**src/rtl/mlpq_pkg.sv**
```systemverilog
// Shared types and codes for the multilevel priority FIFO.
// Holds the input and result words, the status codes and the sequencer states.
// No dependencies.
`default_nettype none

package mlpq_pkg;

  // Width of the level field on both channels
  localparam int unsigned LEVEL_W = 4;

  // Item kinds
  localparam logic KIND_INSERT = 1'b0;
  localparam logic KIND_REMOVE = 1'b1;

  // Status codes reported with every result
  localparam logic [1:0] STATUS_OK         = 2'd0;
  localparam logic [1:0] STATUS_BAD_LEVEL  = 2'd1;
  localparam logic [1:0] STATUS_LEVEL_FULL = 2'd2;
  localparam logic [1:0] STATUS_EMPTY      = 2'd3;

  // Head value reported while the queue is empty
  localparam logic [31:0] EMPTY_VALUE = 32'hFFFF_FFFF;

  // Input word
  typedef struct packed {
    logic               kind;
    logic signed [31:0] value;
    logic [3:0]         level;
  } in_word_t;

  // Result word
  typedef struct packed {
    logic signed [31:0] head_value;
    logic [3:0]         head_level;
    logic               queue_empty;
    logic [1:0]         status;
  } out_word_t;

  // Sequencer states
  typedef enum logic [1:0] {
    S_IDLE,
    S_READ,
    S_SEND
  } fsm_t;

endpackage

`default_nettype wire

```
**src/rtl/mlpq_ram.sv**
```systemverilog
// Entry store of the multilevel priority FIFO: one write port, one read port.
// Read data is registered. Uses no package items.
`default_nettype none

module mlpq_ram #(
  parameter int unsigned DEPTH = 128,
  parameter int unsigned AW    = 7,
  parameter int unsigned DW    = 32
) (
  input  wire logic          clk,
  input  wire logic          wr_en,
  input  wire logic [AW-1:0] wr_addr,
  input  wire logic [DW-1:0] wr_data,
  input  wire logic          rd_en,
  input  wire logic [AW-1:0] rd_addr,
  output logic      [DW-1:0] rd_data
);

  logic [DW-1:0] mem [DEPTH];

  // Write one entry
  always_ff @(posedge clk) begin
    if (wr_en) begin
      mem[wr_addr] <= wr_data;
    end
  end

  // Registered read
  always_ff @(posedge clk) begin
    if (rd_en) begin
      rd_data <= mem[rd_addr];
    end
  end

endmodule

`default_nettype wire

```
**src/rtl/multilevel_priority_fifo.sv**
```systemverilog
// Top level of the multilevel priority FIFO: sequencer, per-level pointers and counts.
// Depends on mlpq_pkg and mlpq_ram.
//
// Usage
//   Input channel: drive in_word and raise start; the word is taken at a rising
//   edge where start is high and busy is low. An insert appends value to the FIFO
//   of its level (1 lowest, NUM_LEVELS highest); a remove pops the oldest entry of
//   the highest non-empty level.
//   Result channel: one result word per input word, shown on out_word for exactly
//   one cycle while out_valid is high. It carries the head after the operation
//   (value -1 and level 0 when empty), an empty flag and a status code.
//   Timing: after the accepting edge the sequencer passes through S_READ and then
//   S_SEND; out_valid is high in S_SEND and busy is high in both states, so a new
//   word is only taken after the result of the last one has been shown. This comes
//   from the entry memory: the operation writes it in the accept cycle, the new
//   head is read in S_READ, and its registered data is reported in S_SEND.
//   Reset: synchronous, active low; all levels become empty at once. The entry
//   memory is not cleared, since an entry is only read after it was written.
//   The receiver cannot stall; a result not taken in its cycle is gone.
`default_nettype none

module multilevel_priority_fifo #(
  parameter int unsigned NUM_LEVELS  = 8,
  parameter int unsigned LEVEL_DEPTH = 16
) (
  input  wire logic               clk,
  input  wire logic               rst_n,
  input  wire logic               start,
  output logic                    busy,
  input  wire mlpq_pkg::in_word_t in_word,
  output logic                    out_valid,
  output mlpq_pkg::out_word_t     out_word
);

  localparam int unsigned IW    = (NUM_LEVELS > 1) ? $clog2(NUM_LEVELS) : 1;
  localparam int unsigned PW    = $clog2(LEVEL_DEPTH);
  localparam int unsigned CW    = $clog2(LEVEL_DEPTH + 1);
  localparam int unsigned DEPTH = NUM_LEVELS * LEVEL_DEPTH;
  localparam int unsigned AW    = $clog2(DEPTH);
  localparam int unsigned LW    = mlpq_pkg::LEVEL_W;

  localparam logic [LW-1:0] TOP_LEVEL = LW'(NUM_LEVELS);
  localparam logic [CW-1:0] FULL_CNT  = CW'(LEVEL_DEPTH);
  localparam logic [PW-1:0] LAST_PTR  = PW'(LEVEL_DEPTH - 1);

  // Sequencer and per-level bookkeeping
  mlpq_pkg::fsm_t state_r, state_nxt;
  logic [PW-1:0]  rd_ptr_r [NUM_LEVELS];
  logic [PW-1:0]  wr_ptr_r [NUM_LEVELS];
  logic [CW-1:0]  cnt_r    [NUM_LEVELS];
  logic [LW-1:0]  top_r, top_nxt;
  logic [1:0]     status_r, status_nxt;

  logic            accept;
  logic            is_insert;
  logic            bad_level;
  logic            top_empty;
  logic [IW-1:0]   top_idx;
  logic [IW-1:0]   op_idx;
  logic [IW-1:0]   meta_idx;
  logic [PW-1:0]   meta_rd_ptr;
  logic [PW-1:0]   meta_wr_ptr;
  logic [CW-1:0]   meta_cnt;
  logic            do_insert;
  logic            do_remove;
  logic [NUM_LEVELS-1:0] ne_after;
  logic [LW-1:0]   top_find;

  logic            ram_wr_en;
  logic [AW-1:0]   ram_wr_addr;
  logic            ram_rd_en;
  logic [AW-1:0]   ram_rd_addr;
  logic [31:0]     ram_rd_data;

  assign accept    = start && (state_r == mlpq_pkg::S_IDLE);
  assign is_insert = (in_word.kind == mlpq_pkg::KIND_INSERT);
  assign bad_level = (in_word.level == '0) || (in_word.level > TOP_LEVEL);
  assign top_empty = (top_r == '0);
  assign top_idx   = IW'(top_r - LW'(1));

  // Select the level the operation works on
  assign op_idx   = is_insert ? IW'(in_word.level - LW'(1)) : top_idx;
  assign meta_idx = (state_r == mlpq_pkg::S_IDLE) ? op_idx : top_idx;

  // Single read of the level bookkeeping
  assign meta_rd_ptr = rd_ptr_r[meta_idx];
  assign meta_wr_ptr = wr_ptr_r[meta_idx];
  assign meta_cnt    = cnt_r[meta_idx];

  // Decide the operation and its status
  always_comb begin
    do_insert  = 1'b0;
    do_remove  = 1'b0;
    status_nxt = status_r;
    if (accept) begin
      if (is_insert) begin
        if (bad_level) begin
          status_nxt = mlpq_pkg::STATUS_BAD_LEVEL;
        end else if (meta_cnt == FULL_CNT) begin
          status_nxt = mlpq_pkg::STATUS_LEVEL_FULL;
        end else begin
          status_nxt = mlpq_pkg::STATUS_OK;
          do_insert  = 1'b1;
        end
      end else begin
        if (top_empty) begin
          status_nxt = mlpq_pkg::STATUS_EMPTY;
        end else begin
          status_nxt = mlpq_pkg::STATUS_OK;
          do_remove  = 1'b1;
        end
      end
    end
  end

  // Occupancy after a remove, and the highest level still holding entries
  always_comb begin
    for (int unsigned l = 0; l < NUM_LEVELS; l++) begin
      ne_after[l] = (cnt_r[l] != '0);
    end
    if (meta_cnt == CW'(1)) begin
      ne_after[op_idx] = 1'b0;
    end
    top_find = '0;
    for (int unsigned l = 0; l < NUM_LEVELS; l++) begin
      if (ne_after[l]) begin
        top_find = LW'(l + 1);
      end
    end
  end

  // Track the head level
  always_comb begin
    top_nxt = top_r;
    if (do_insert && (in_word.level > top_r)) begin
      top_nxt = in_word.level;
    end else if (do_remove) begin
      top_nxt = top_find;
    end
  end

  // Update pointers and counts of the level touched, the head level and the status
  always_ff @(posedge clk) begin
    if (!rst_n) begin
      for (int unsigned l = 0; l < NUM_LEVELS; l++) begin
        rd_ptr_r[l] <= '0;
        wr_ptr_r[l] <= '0;
        cnt_r[l]    <= '0;
      end
      top_r    <= '0;
      status_r <= mlpq_pkg::STATUS_OK;
    end else begin
      top_r    <= top_nxt;
      status_r <= status_nxt;
      if (do_insert) begin
        wr_ptr_r[op_idx] <= (meta_wr_ptr == LAST_PTR) ? '0 : meta_wr_ptr + PW'(1);
        cnt_r[op_idx]    <= meta_cnt + CW'(1);
      end
      if (do_remove) begin
        rd_ptr_r[op_idx] <= (meta_rd_ptr == LAST_PTR) ? '0 : meta_rd_ptr + PW'(1);
        cnt_r[op_idx]    <= meta_cnt - CW'(1);
      end
    end
  end

  // Entry memory: write on insert, read the new head in the next cycle
  assign ram_wr_en   = do_insert;
  assign ram_wr_addr = AW'(op_idx * LEVEL_DEPTH) + AW'(meta_wr_ptr);
  assign ram_rd_en   = (state_r == mlpq_pkg::S_READ) && !top_empty;
  assign ram_rd_addr = AW'(top_idx * LEVEL_DEPTH) + AW'(meta_rd_ptr);

  mlpq_ram #(
    .DEPTH (DEPTH),
    .AW    (AW),
    .DW    (32)
  ) u_ram (
    .clk     (clk),
    .wr_en   (ram_wr_en),
    .wr_addr (ram_wr_addr),
    .wr_data (in_word.value),
    .rd_en   (ram_rd_en),
    .rd_addr (ram_rd_addr),
    .rd_data (ram_rd_data)
  );

  // Sequencer state register
  always_ff @(posedge clk) begin
    if (!rst_n) begin
      state_r <= mlpq_pkg::S_IDLE;
    end else begin
      state_r <= state_nxt;
    end
  end

  // Next state and handshake outputs
  always_comb begin
    state_nxt = state_r;
    busy      = 1'b1;
    out_valid = 1'b0;
    unique case (state_r)
      mlpq_pkg::S_IDLE: begin
        busy = 1'b0;
        if (start) begin
          state_nxt = mlpq_pkg::S_READ;
        end
      end
      mlpq_pkg::S_READ: begin
        state_nxt = mlpq_pkg::S_SEND;
      end
      mlpq_pkg::S_SEND: begin
        out_valid = 1'b1;
        state_nxt = mlpq_pkg::S_IDLE;
      end
      default: begin
        state_nxt = mlpq_pkg::S_IDLE;
      end
    endcase
  end

  // Result word
  always_comb begin
    out_word.head_value  = top_empty ? mlpq_pkg::EMPTY_VALUE : ram_rd_data;
    out_word.head_level  = top_r;
    out_word.queue_empty = top_empty;
    out_word.status      = status_r;
  end

  // An accepted word is reported by the out_valid strobe once the sequencer reaches S_SEND
  a_result_timing: assert property (@(posedge clk) disable iff (!rst_n)
    (start && !busy) |-> ##2 out_valid)
    else $error("result strobe not two cycles after accept");

  // The block is free again right after reporting
  a_free_after_result: assert property (@(posedge clk) disable iff (!rst_n)
    out_valid |=> !busy)
    else $error("still busy after result");

  // The head level always holds entries
  a_top_nonempty: assert property (@(posedge clk) disable iff (!rst_n)
    (top_r != '0) |-> (cnt_r[top_idx] != '0))
    else $error("head level is empty");

  // A full level implies a non-empty queue
  a_full_not_empty: assert property (@(posedge clk) disable iff (!rst_n)
    (out_valid && (out_word.status == mlpq_pkg::STATUS_LEVEL_FULL)) |-> !out_word.queue_empty)
    else $error("level full reported on empty queue");

endmodule

`default_nettype wire
```
**config.mk**
```make
export PLATFORM = sky130hd
export DESIGN_NAME = multilevel_priority_fifo
export DESIGN_NICKNAME = d
export VERILOG_FILES = /design/src/rtl/mlpq_pkg.sv /design/src/rtl/mlpq_ram.sv /design/src/rtl/multilevel_priority_fifo.sv
export SDC_FILE = /design/constraint.sdc
export NUM_CORES = 2
export LEC_CHECK = 0
export BUFFER_PORTS_ARGS = -buffer_cell sky130_fd_sc_hd__buf_2
export CAP_MARGIN = 10
export CORE_MARGIN = 2
export CORE_UTILIZATION = 25
export DETAILED_ROUTE_END_ITERATION = 10
export GPL_TIMING_DRIVEN = 0
export RECOVER_POWER = 100
export REMOVE_ABC_BUFFERS = 1
export SLEW_MARGIN = 5
export SYNTH_ARGS = -nofsm -noshare
export SYNTH_HDL_FRONTEND = slang
export SYNTH_MEMORY_MAX_BITS = 65536
export SYNTH_SLANG_ARGS = --single-unit
```
**constraint.sdc**
```tcl
create_clock -name clk -period 9.2 [get_ports clk]
set_input_delay 1.84 -clock clk [delete_from_list [all_inputs] [get_ports clk]]
set_output_delay 1.84 -clock clk [all_outputs]
set_load 0.1 [all_outputs]
```
==> summary.md <==
| Metric | Value |
|---|---|
| Worst Hold Class | `register to register` |
| R2R cell count | `32` |
| Final setup fails | `12` |
| Post-CTS Hold Buffers | `0` |
| Overall Global Routing Usage | `15.4%` |
| Fraction of synthesized area in multiplexers | `4.02%` |
| Max VDD drop | `163 uV` |
| # nets final | `12,200` |
| Vias in the first global route | `100,000` |
| Comb power frac | `19.0%` |
| Setup Skew | `84.0 ps` |
| Leak | `0.0647 uW` |
| CTS root buf | `clkbuf_16` |
| Die width | `823 microns` |
| Synth area leaders | `edfxtp_1, nand2_1, mux2i_1` |
| Crit Reg-Reg Endpoint | `u_ram.rd_data[18]$_DFFE_PP_` |
| Share of post-route cells with drive strength above 1 | `11.2%` |
| Critical-path top delay cell | `a311oi_1` |
| Most frequent cells after synthesis | `edfxtp_1, nand2_1, nand3_1` |
| Synthesized flop and latch total | `4,240` |
| Mean Syn Cell Area | `14.1 sq um` |
| Crit path buf inv count | `22` |
| Worst Slack Setup Final | `-250 ps` |
| Synth async-reset ratio | `0%` |
| Worst path required time | `9890 ps` |
| Post-route non-filler standard cell count | `21,400` |
| Fin crit share | `103%` |
| Bufs on Longest Clock Path | `4` |
| H-tree depth | `5` |
| Full die area | `677,000 sq um` |
| Reg power frac | `46.1%` |
| Internal reg-to-reg setup slack | `-250 ps` |
| Yosys cell types | `84` |
| DP Wirelength | `335 mm` |
| Wire per inst | `25.7 microns` |
| Maxcap violations | `64` |
| Post-synth EDFFs | `4,232` |
| # rows | `300` |
| IO Port Bufs | `80` |
| Post-DP Area | `187,000 sq um` |
| Setup TNS | `-1250 ps` |
| Fin. Hold Viols | `0` |
| Vias | `108,000` |
| Fmax achieved | `0.106 GHz` |
| Clock power share | `34.9%` |
| Drt drc | `0` |
| Die height | `823 microns` |
| Vias per inst | `5.04` |
| Post-synthesis compound-gate area fraction | `6.08%` |
| Sequential Area | `127,000 sq um` |
| CTS Buf Count | `393` |
| Crit path to | `u_ram.rd_data[18]$_DFFE_PP_` |
| Num ports | `81` |
| Critical Path Fanout Max | `107` |
| YS warnings | `0` |
| Synth Area in XOR/XNOR | `0.0575%` |
| Adder-Cell Fraction of Synth Area | `0.0896%` |
| Max transition margin | `-267%` |
| Initial drt markers | `17,100` |
| Post-synthesis cell area | `168,000 sq um` |
| Filler cells | `65,500` |
| Final core utilization | `29.9%` |
| Max Slew Vio Count | `4,108` |
| Final hold slack | `459 ps` |
| Crit Path Category | `register to register` |
| Switching share of power | `29.1%` |
| Area growth from synthesis to layout | `19.2%` |
| RSZ-0062 raised after global routing | `false` |
| Footprint of the multi-input gates | `38,700 sq um` |
| Switch Pwr | `13,500 uW` |
| Routed Antenna Nets | `0` |
| CTS tree | `done` |
| Area leader, netlist | `edfxtp_1` |
| Starting Density | `25.1%` |
| Post-route cell area | `200,000 sq um` |
| Status | `finished with violations` |
| Nature of the critical path endpoint | `register` |
| Synth top area share | `75.8%` |
| Synth Area in Simple Gates | `11.8%` |
| CP top delay family | `buffers and inverters` |
| Mapped Cells | `11,900` |
| Reg2reg start | `top_r[0]$_SDFFE_PN0P_` |
| Worst-margin pin slew | `5500 ps` |
| Int Power | `32,900 uW` |
| Crit-path max cell delay | `1230 ps` |
| Fin crit period | `9450 ps` |
| First-pass GRT wire length | `762 mm` |
| Sequential share of the synthesized area | `75.9%` |
| Crit path top cell by count | `buf_8` |
| TritonRoute pass-1 iters | `8` |
| WP depth | `32` |
| Power per standard cell area | `232 nW/um^2` |
| CTS clock-pin slew for the worst setup and hold paths | `60 ps` |
| Post-Route WL | `549 mm` |
| Failing checks | `max-capacitance violations, max-slew violations, negative setup slack` |
| Crit path launch type | `register` |
| Largest net degree at the start of global routing | `133` |
| Largest family of logic cells by synthesized area | `simple AND/OR/NAND/NOR gates` |
| Placed instance count | `20,600` |
| Core footprint | `668,000 sq um` |
| CTS sink cnt | `4,240` |
| WP data arrival | `10,130 ps` |
| CP Launch Point | `top_r[0]$_SDFFE_PN0P_` |
| Grt ovf | `0` |
| WHS Path Cells | `2` |
| Primary FF master, synth | `edfxtp_1` |
| Count leader, synth | `edfxtp_1` |
| Initial antenna violation count | `59` |
| Clk_lat worst skew | `970 ps` |
| Gpl congestion | `0.788` |
-- through the flow --
step,setup WS [ps],total power [uW]
CTS,10.3,46200
global placement,-420320,30800
finish,-250,46400
detailed placement,-4370,30100
floorplan,-131890,27200
global route,1.83,47500
-- flip-flops by register name (all words and copies together), names as in the netlist --
name	count
status_r	2
rd_ptr_r	32
wr_ptr_r	32
top_r	4
state_r	2
cnt_r	40
u_ram.rd_data	32
u_ram.mem	4096
-- cells by family after synthesis --
group                    count (synthesis)
adder cells (fa/ha/maj)                 12
AND/OR/NAND/NOR                       4623
flip-flops                            4240
buffers and inverters                  803
XOR/XNOR                                11
multiplexers                           656
AO/OA/AOI/OAI                         1560
-- repair_timing --
| action | in CTS | in global routing |
|---|---|---|
| setup endpoints to repair | 64 | 31 |
| cloned | 12 | 4 |
| buffers inserted | 9 | 15 |
| pin swaps | 9 | 5 |
| resized for setup | 73 | 8 |
-- layout by cell type (no fill, tap or decap), types with 139 or more instances in the layout --
| cell | netlist | routed |
|---|---|---|
| nor4_1 | 199 | 189 |
| o22ai_1 | 238 | 234 |
| a31oi_1 | 149 | 147 |
| clkbuf_16 | 0 | 401 |
| nor2_1 | 290 | 150 |
| a21oi_1 | 555 | 553 |
| and3_1 | 154 | 154 |
| a311oi_1 | 221 | 217 |
| mux2i_1 | 635 | 633 |
| buf_16 | 0 | 139 |
| nand3_1 | 735 | 731 |
| edfxtp_1 | 4232 | 4232 |
| buf_12 | 0 | 141 |
| nand2_1 | 2984 | 2976 |
-- metal layers --
layer  vias up  track usage [%]  routed length [microns]
met5         -                0                      133
met4        16             5.28                    22400
met3      1030             3.90                    69700
met2      6502             23.1                   238000
met1     54700             21.5                   218000
li1      45400                -                        -
-- power by group through the flow --
stage          clock, uW  sequential (uW)  combinational, uW
4_1_cts            16300            21300               8620
3_5_place_dp           0            21700               8390
6_report           16200            21400               8820
5_1_grt            17000            21400               9170
3_3_place_gp           0            21800               8980
2_1_floorplan          0            21800               5460
-- layout make-up --
type                            count  share of cell area (%)
Sequential cell                  4240                    63.7
Multi-Input combinational cell   6864                    19.4
Tap cell                         8909                    5.58
Clock buffer                      458                    5.10
Timing Repair Buffer              606                    5.05
Clock inverter                    249                    1.10
Inverter                           19                  0.0520
Antenna cell                       25                  0.0313
-- tightest hold or removal path: cells and delay by family (launching register included) --
kind            cells  cell delay, ps
compound gates      1              50
flops               1             310
simple gates        1              50
-- worst min path at each step --
stage,startpoint,end,slack [ps]
CTS,status_r[0]$_SDFFE_PN0P_,status_r[0]$_SDFFE_PN0P_,460
finish,status_r[0]$_SDFFE_PN0P_,status_r[0]$_SDFFE_PN0P_,460
detailed placement,status_r[0]$_SDFFE_PN0P_,status_r[0]$_SDFFE_PN0P_,450
global placement,status_r[0]$_SDFFE_PN0P_,status_r[0]$_SDFFE_PN0P_,450
floorplan,state_r[1]$_SDFFE_PN0P_,state_r[1]$_SDFFE_PN0P_,530
global route,status_r[0]$_SDFFE_PN0P_,status_r[0]$_SDFFE_PN0P_,480
Note: power is estimated with default switching activity, not from simulation.
